File: src/hdl/ibsa_pkg.sv
// Package: types, constants and state encoding for the pixel binning unit
package ibsa_pkg;

    localparam int CFG_INDEX_BITS = 3;
    localparam int CFG_DATA_BITS  = 13;

    localparam logic [CFG_INDEX_BITS-1:0] REG_X_START      = 3'd0;
    localparam logic [CFG_INDEX_BITS-1:0] REG_Y_START      = 3'd1;
    localparam logic [CFG_INDEX_BITS-1:0] REG_BIN_WIDTH    = 3'd2;
    localparam logic [CFG_INDEX_BITS-1:0] REG_BIN_HEIGHT   = 3'd3;
    localparam logic [CFG_INDEX_BITS-1:0] REG_AVERAGE_MODE = 3'd4;
    localparam logic [CFG_INDEX_BITS-1:0] REG_OUT_COLS     = 3'd5;
    localparam logic [CFG_INDEX_BITS-1:0] REG_OUT_ROWS     = 3'd6;

    localparam logic STATUS_PIXEL  = 1'b0;
    localparam logic STATUS_BOUNDS = 1'b1;

    localparam int SCI_ACC_BITS = 48;
    localparam int ERR_ACC_BITS = 44;
    localparam int ROOT_BITS    = 22;
    localparam int AREA_BITS    = 13;
    localparam int COUNT_BITS   = 23;
    localparam int ROWS_LIMIT   = 4096;

    typedef struct packed {
        logic [11:0]        pix_col;
        logic [11:0]        pix_row;
        logic signed [31:0] sci_value;
        logic [15:0]        err_value;
        logic [15:0]        dq_value;
        logic               frame_end;
    } pix_in_t;

    typedef struct packed {
        logic [9:0]         out_col;
        logic [11:0]        out_row;
        logic signed [47:0] sci_out;
        logic [21:0]        err_out;
        logic [15:0]        dq_out;
        logic               status_code;
        logic               last_result;
    } bin_out_t;

    typedef enum logic [3:0] {
        ST_IDLE,
        ST_MAP,
        ST_READ,
        ST_ACC,
        ST_SQRT,
        ST_DIV,
        ST_EMIT,
        ST_FEND,
        ST_STATUS
    } ctl_state_t;

    typedef struct packed {
        logic load_pixel;
        logic start_map;
        logic write_acc;
        logic start_sqrt;
        logic step_sqrt;
        logic start_div;
        logic step_div;
        logic emit_bin;
        logic emit_status;
        logic clear_count;
    } dp_cmd_t;

    typedef struct packed {
        logic clearing;
        logic map_done;
        logic in_bin;
        logic bin_done;
        logic sqrt_done;
        logic div_done;
        logic avg;
        logic frame_end;
        logic count_full;
        logic out_busy;
    } dp_stat_t;

endpackage

File: src/hdl/ibsa_ctrl.sv
// Controller: sequences one pixel transaction through the datapath
module ibsa_ctrl (
    input  logic               aclk,
    input  logic               aresetn,
    input  logic               s_valid,
    output logic               s_ready,
    input  ibsa_pkg::dp_stat_t stat,
    output ibsa_pkg::dp_cmd_t  cmd
);

    ibsa_pkg::ctl_state_t state_reg, state_next;

    always_ff @(posedge aclk) begin
        if (!aresetn) begin
            state_reg <= ibsa_pkg::ST_IDLE;
        end else begin
            state_reg <= state_next;
        end
    end

    always_comb begin
        state_next = state_reg;
        cmd        = '0;
        s_ready    = 1'b0;
        case (state_reg)
            ibsa_pkg::ST_IDLE: begin
                s_ready = !stat.clearing;
                if (s_valid && !stat.clearing) begin
                    cmd.load_pixel = 1'b1;
                    state_next     = ibsa_pkg::ST_MAP;
                end
            end
            ibsa_pkg::ST_MAP: begin
                cmd.start_map = 1'b1;
                state_next    = ibsa_pkg::ST_READ;
            end
            ibsa_pkg::ST_READ: begin
                if (stat.map_done) begin
                    state_next = stat.in_bin ? ibsa_pkg::ST_ACC : ibsa_pkg::ST_FEND;
                end
            end
            ibsa_pkg::ST_ACC: begin
                cmd.write_acc = 1'b1;
                if (stat.bin_done) begin
                    cmd.start_sqrt = 1'b1;
                    state_next     = ibsa_pkg::ST_SQRT;
                end else begin
                    state_next = ibsa_pkg::ST_FEND;
                end
            end
            ibsa_pkg::ST_SQRT: begin
                cmd.step_sqrt = 1'b1;
                if (stat.sqrt_done) begin
                    cmd.start_div = 1'b1;
                    state_next    = stat.avg ? ibsa_pkg::ST_DIV : ibsa_pkg::ST_EMIT;
                end
            end
            ibsa_pkg::ST_DIV: begin
                cmd.step_div = 1'b1;
                if (stat.div_done) begin
                    state_next = ibsa_pkg::ST_EMIT;
                end
            end
            ibsa_pkg::ST_EMIT: begin
                if (!stat.out_busy) begin
                    cmd.emit_bin = 1'b1;
                    state_next   = ibsa_pkg::ST_FEND;
                end
            end
            ibsa_pkg::ST_FEND: begin
                if (!stat.frame_end) begin
                    state_next = ibsa_pkg::ST_IDLE;
                end else if (stat.count_full) begin
                    cmd.clear_count = 1'b1;
                    state_next      = ibsa_pkg::ST_IDLE;
                end else begin
                    state_next = ibsa_pkg::ST_STATUS;
                end
            end
            ibsa_pkg::ST_STATUS: begin
                if (!stat.out_busy) begin
                    cmd.emit_status = 1'b1;
                    cmd.clear_count = 1'b1;
                    state_next      = ibsa_pkg::ST_IDLE;
                end
            end
            default: state_next = ibsa_pkg::ST_IDLE;
        endcase
    end

endmodule

File: config.mk
export PLATFORM = sky130hd
export DESIGN_NAME = ibsa_ctrl
export DESIGN_NICKNAME = d
export VERILOG_FILES = /design/src/hdl/ibsa_pkg.sv /design/src/hdl/ibsa_ctrl.sv
export SDC_FILE = /design/constraint.sdc
export NUM_CORES = 1
export LEC_CHECK = 0
export BUFFER_PORTS_ARGS = -buffer_cell sky130_fd_sc_hd__buf_2
export CORE_AREA = 4 4 41 43
export CTS_CLUSTER_SIZE = 28
export DETAILED_ROUTE_END_ITERATION = 12
export DIE_AREA = 0 0 45 47
export GPL_ROUTABILITY_DRIVEN = 0
export HOLD_SLACK_MARGIN = 0.06
export PLACE_DENSITY_LB_ADDON = 0.2
export SYNTH_ARGS = -nofsm -noshare
export SYNTH_HDL_FRONTEND = slang
export SYNTH_SLANG_ARGS = --single-unit
File: constraint.sdc
create_clock -name aclk -period 2.3 [get_ports aclk]
set_input_delay 0.115 -clock aclk [delete_from_list [all_inputs] [get_ports aclk]]
set_output_delay 0.115 -clock aclk [all_outputs]
set_load 0.005 [all_outputs]
==> metrics.md <==
| Metric | Value |
|---|---|
| Most numerous cell in the Yosys netlist | nor2_1 |
| Internal Power | 228.5 uW |
| Slew margin rel. | 73.59% |
| Total power | 376.6 uW |
| Fmax | 632.3 MHz |
| Worst-path clk slew | 0.04 ns |
| WL/cell | 11.53 um |
| Worst setup EP type | output port |
| Clock Tree Buf Depth | 2 |
| Reg power frac | 31.5% |
| Largest family of logic cells by synthesized area | simple AND/OR/NAND/NOR gates |
| Setup repair bufs after CTS | 0 |
| Met2 wire length | 475 um |
| TritonCTS clock tree | done |
| Worst Tran Pin Value | 0.3956 ns |
| CP delay by family, top | flip-flops |
| H-tree depth | 1 |
| Post-synthesis net count | 67 |
| Routed Antenna Nets | 0 |
| Total wire length | 1072 um |
| Worst hold path type | in -> reg |
| First DRT Iteration DRCs | 10 |
| CP max stage delay | 0.55 ns |
| Buffers on Ports | 23 |
| Status | finished clean |
| Cells along the critical path | nor2_1 > and4bb_2 > o21bai_1 > buf_2 |
| Chip Width | 45 um |
| Total CTS buffers | 3 |
| Sw Share | 39.34% |
| Global-route wire length before repair | 1759 um |
| Placement Setup Slack | 0.8102 ns |
| # clock sinks | 4 |
| Asr flop ratio synth | 0% |
| Psw | 148.2 uW |
| Area grow syn2layout | 35.90% |
| Area fraction in compound gates after synthesis | 17.95% |
| Hold Buf Count CTS | 0 |
| Via count | 456 |
| CP bufs+invs | 1 |
| First-pass DRT Iterations | 4 |
| Cell Area, Synth | 390.4 sq um |
| Synth top area share | 20.51% |
| Via count of the first global-routing pass | 426 |
| I/O pin cnt | 24 |
| Met1 Wirelength | 492 um |
| Clk pwr share | 23.5% |
| Synth top cells by count | 7 x nor2_1, 6 x nand2_1, 5 x nand2b_1, 4 x dfxtp_1 |
| Hpwl dp | 831.1 um |
| Num rows | 13 |
| Synth Area in Simple Gates | 47.76% |
| GRT Overall Usage | 11.53% |
| Clk Latency, worst-skew pair | 0.24 ns |
| Worst VDD drop | 0.2592 mV |
| Post-synthesis mux area share | 7.692% |
| Synthesized instance count | 54 |
| CP Max Fanout | 12 |
| Die area | 0.002115 sq mm |
| RSZ-0062 raised after global routing | false |
| Worst EP arrival | 1.47 ns |
| Synth warn | 0 |
| Final worst setup slack | 0.7185 ns |
| Max layer used | met4 |
| Layout cells sized above 1 | 35.90% |
| Final Net Count | 93 |
| Total gr overflow | 0 |
| Clock root cell | clkbuf_4 |
| Via/cell ratio | 4.903 |
| Met3 routed WL | 93 um |
| Max reg flops | 4 |
| Gates resized, CTS repair | 0 |
| Drc violations | 0 |
| Ant. Diodes | 0 |
| Startpoint types | flip-flop |
| Critical path required time | 2.18 ns |
| Initial antenna violation count | 0 |
| Max Cap Viol | 0 |
| Comb power frac | 45.0% |
| Mean Syn Cell Area | 7.229 sq um |
| Synth cell types | 25 |
| Post-synth EDFFs | 0 |
| Largest net degree at the start of global routing | 14 |
| Final Hold Slack | 0.1623 ns |
| Synth Flop Type | dfxtp_1 |
| Starting Density | 30.00% |
| Seq/Total Area, Yosys | 20.51% |
| Slew Limit Fails | 0 |
| Crit-path slowest cell | dfxtp_1 |
| Adder-cell share of the synthesized area | 0% |
| Synthesized flop and latch total | 4 |
| Final Skew | 0.0005127 ns |
| Die Y | 47 um |
| Largest area contributor in the netlist | dfxtp_1 |
| Setup violators final | 0 |
| Final period util | 68.76% |
| Setup TNS | 0 ns |
| Post-Synth XOR/XNOR Area | 0% |
| Power density over the cells | 709.9 mW/mm^2 |
| Leakage power | 0.0002754 uW |
| Final worst path period need | 1.582 ns |
| Synth top area cells | dfxtp_1 21%, nand2b_1 8.0%, mux2i_1 7.7% |
| Crit Path Category | reg -> out |
| Endpoints failing hold | 0 |
| Placeable core region | 0.001301 sq mm |
logic make-up (layout without fill, tap and decap cells):
kind of cell | after synthesis | after routing
AO/OA/AOI/OAI | 10 | 10
flip-flops | 4 | 4
buffers and inverters | 4 | 28
multiplexers | 3 | 3
AND/OR/NAND/NOR | 33 | 33
layout make-up:
type | count | area (sq um)
Timing Repair Buffer | 23 | 115.1
Fill cell | 142 | 770.7
Tap cell | 15 | 18.77
Sequential cell | 4 | 80.08
Multi-Input combinational cell | 46 | 286.5
Inverter | 2 | 7.507
Clock buffer | 3 | 22.52
placed cells by master, fill, tap and decap left out, types with 2 or more instances in the layout:
| cell type | netlist | final |
|---|---|---|
| dfxtp_1 | 4 | 4 |
| a21oi_1 | 2 | 2 |
| nand2b_1 | 5 | 5 |
| o21bai_1 | 2 | 2 |
| inv_1 | 2 | 2 |
| nand3_1 | 2 | 2 |
| nand4b_1 | 2 | 2 |
| nand2_1 | 6 | 6 |
| mux2i_1 | 3 | 3 |
| buf_2 | 1 | 23 |
| nor2_1 | 7 | 7 |
| and2_1 | 3 | 3 |
| and3_1 | 2 | 2 |
| o21ai_0 | 2 | 2 |
| clkbuf_4 | 0 | 3 |
final timing paths:
check	from	cells after the start	endpoint	slack (ns)
max	state_reg[0]	4	cmd[0]	0.72
min	aresetn	2	state_reg[3]	0.16
max reg2reg	state_reg[2]	4	state_reg[1]	0.79
min reg2reg	state_reg[2]	2	state_reg[2]	0.63
metal layers:
metal	track usage (%)	vias to the layer above
met4	5.263	0
met3	4.215	2
met1	13.64	187
met5	0	-
li1	-	241
met2	18.64	26
power by group through the flow:
stage,Clock (uW),Sequential (uW),Combinational (uW)
6_report,88.5,119,170
5_1_grt,98.2,123,191
4_1_cts,90.9,118,170
3_5_place_dp,0,119,169
3_3_place_gp,0,118,170
2_1_floorplan,0,97.2,148
through the flow:
stage	utilization, %	cells	cell area (sq um)
floorplan	-	54	390.4
global placement	39.04	90	508.0
detailed placement	39.04	90	508.0
CTS	40.77	93	530.5
global route	40.77	93	530.5
finish	40.77	93	530.5
Note: power is estimated with default switching activity, not from simulation.
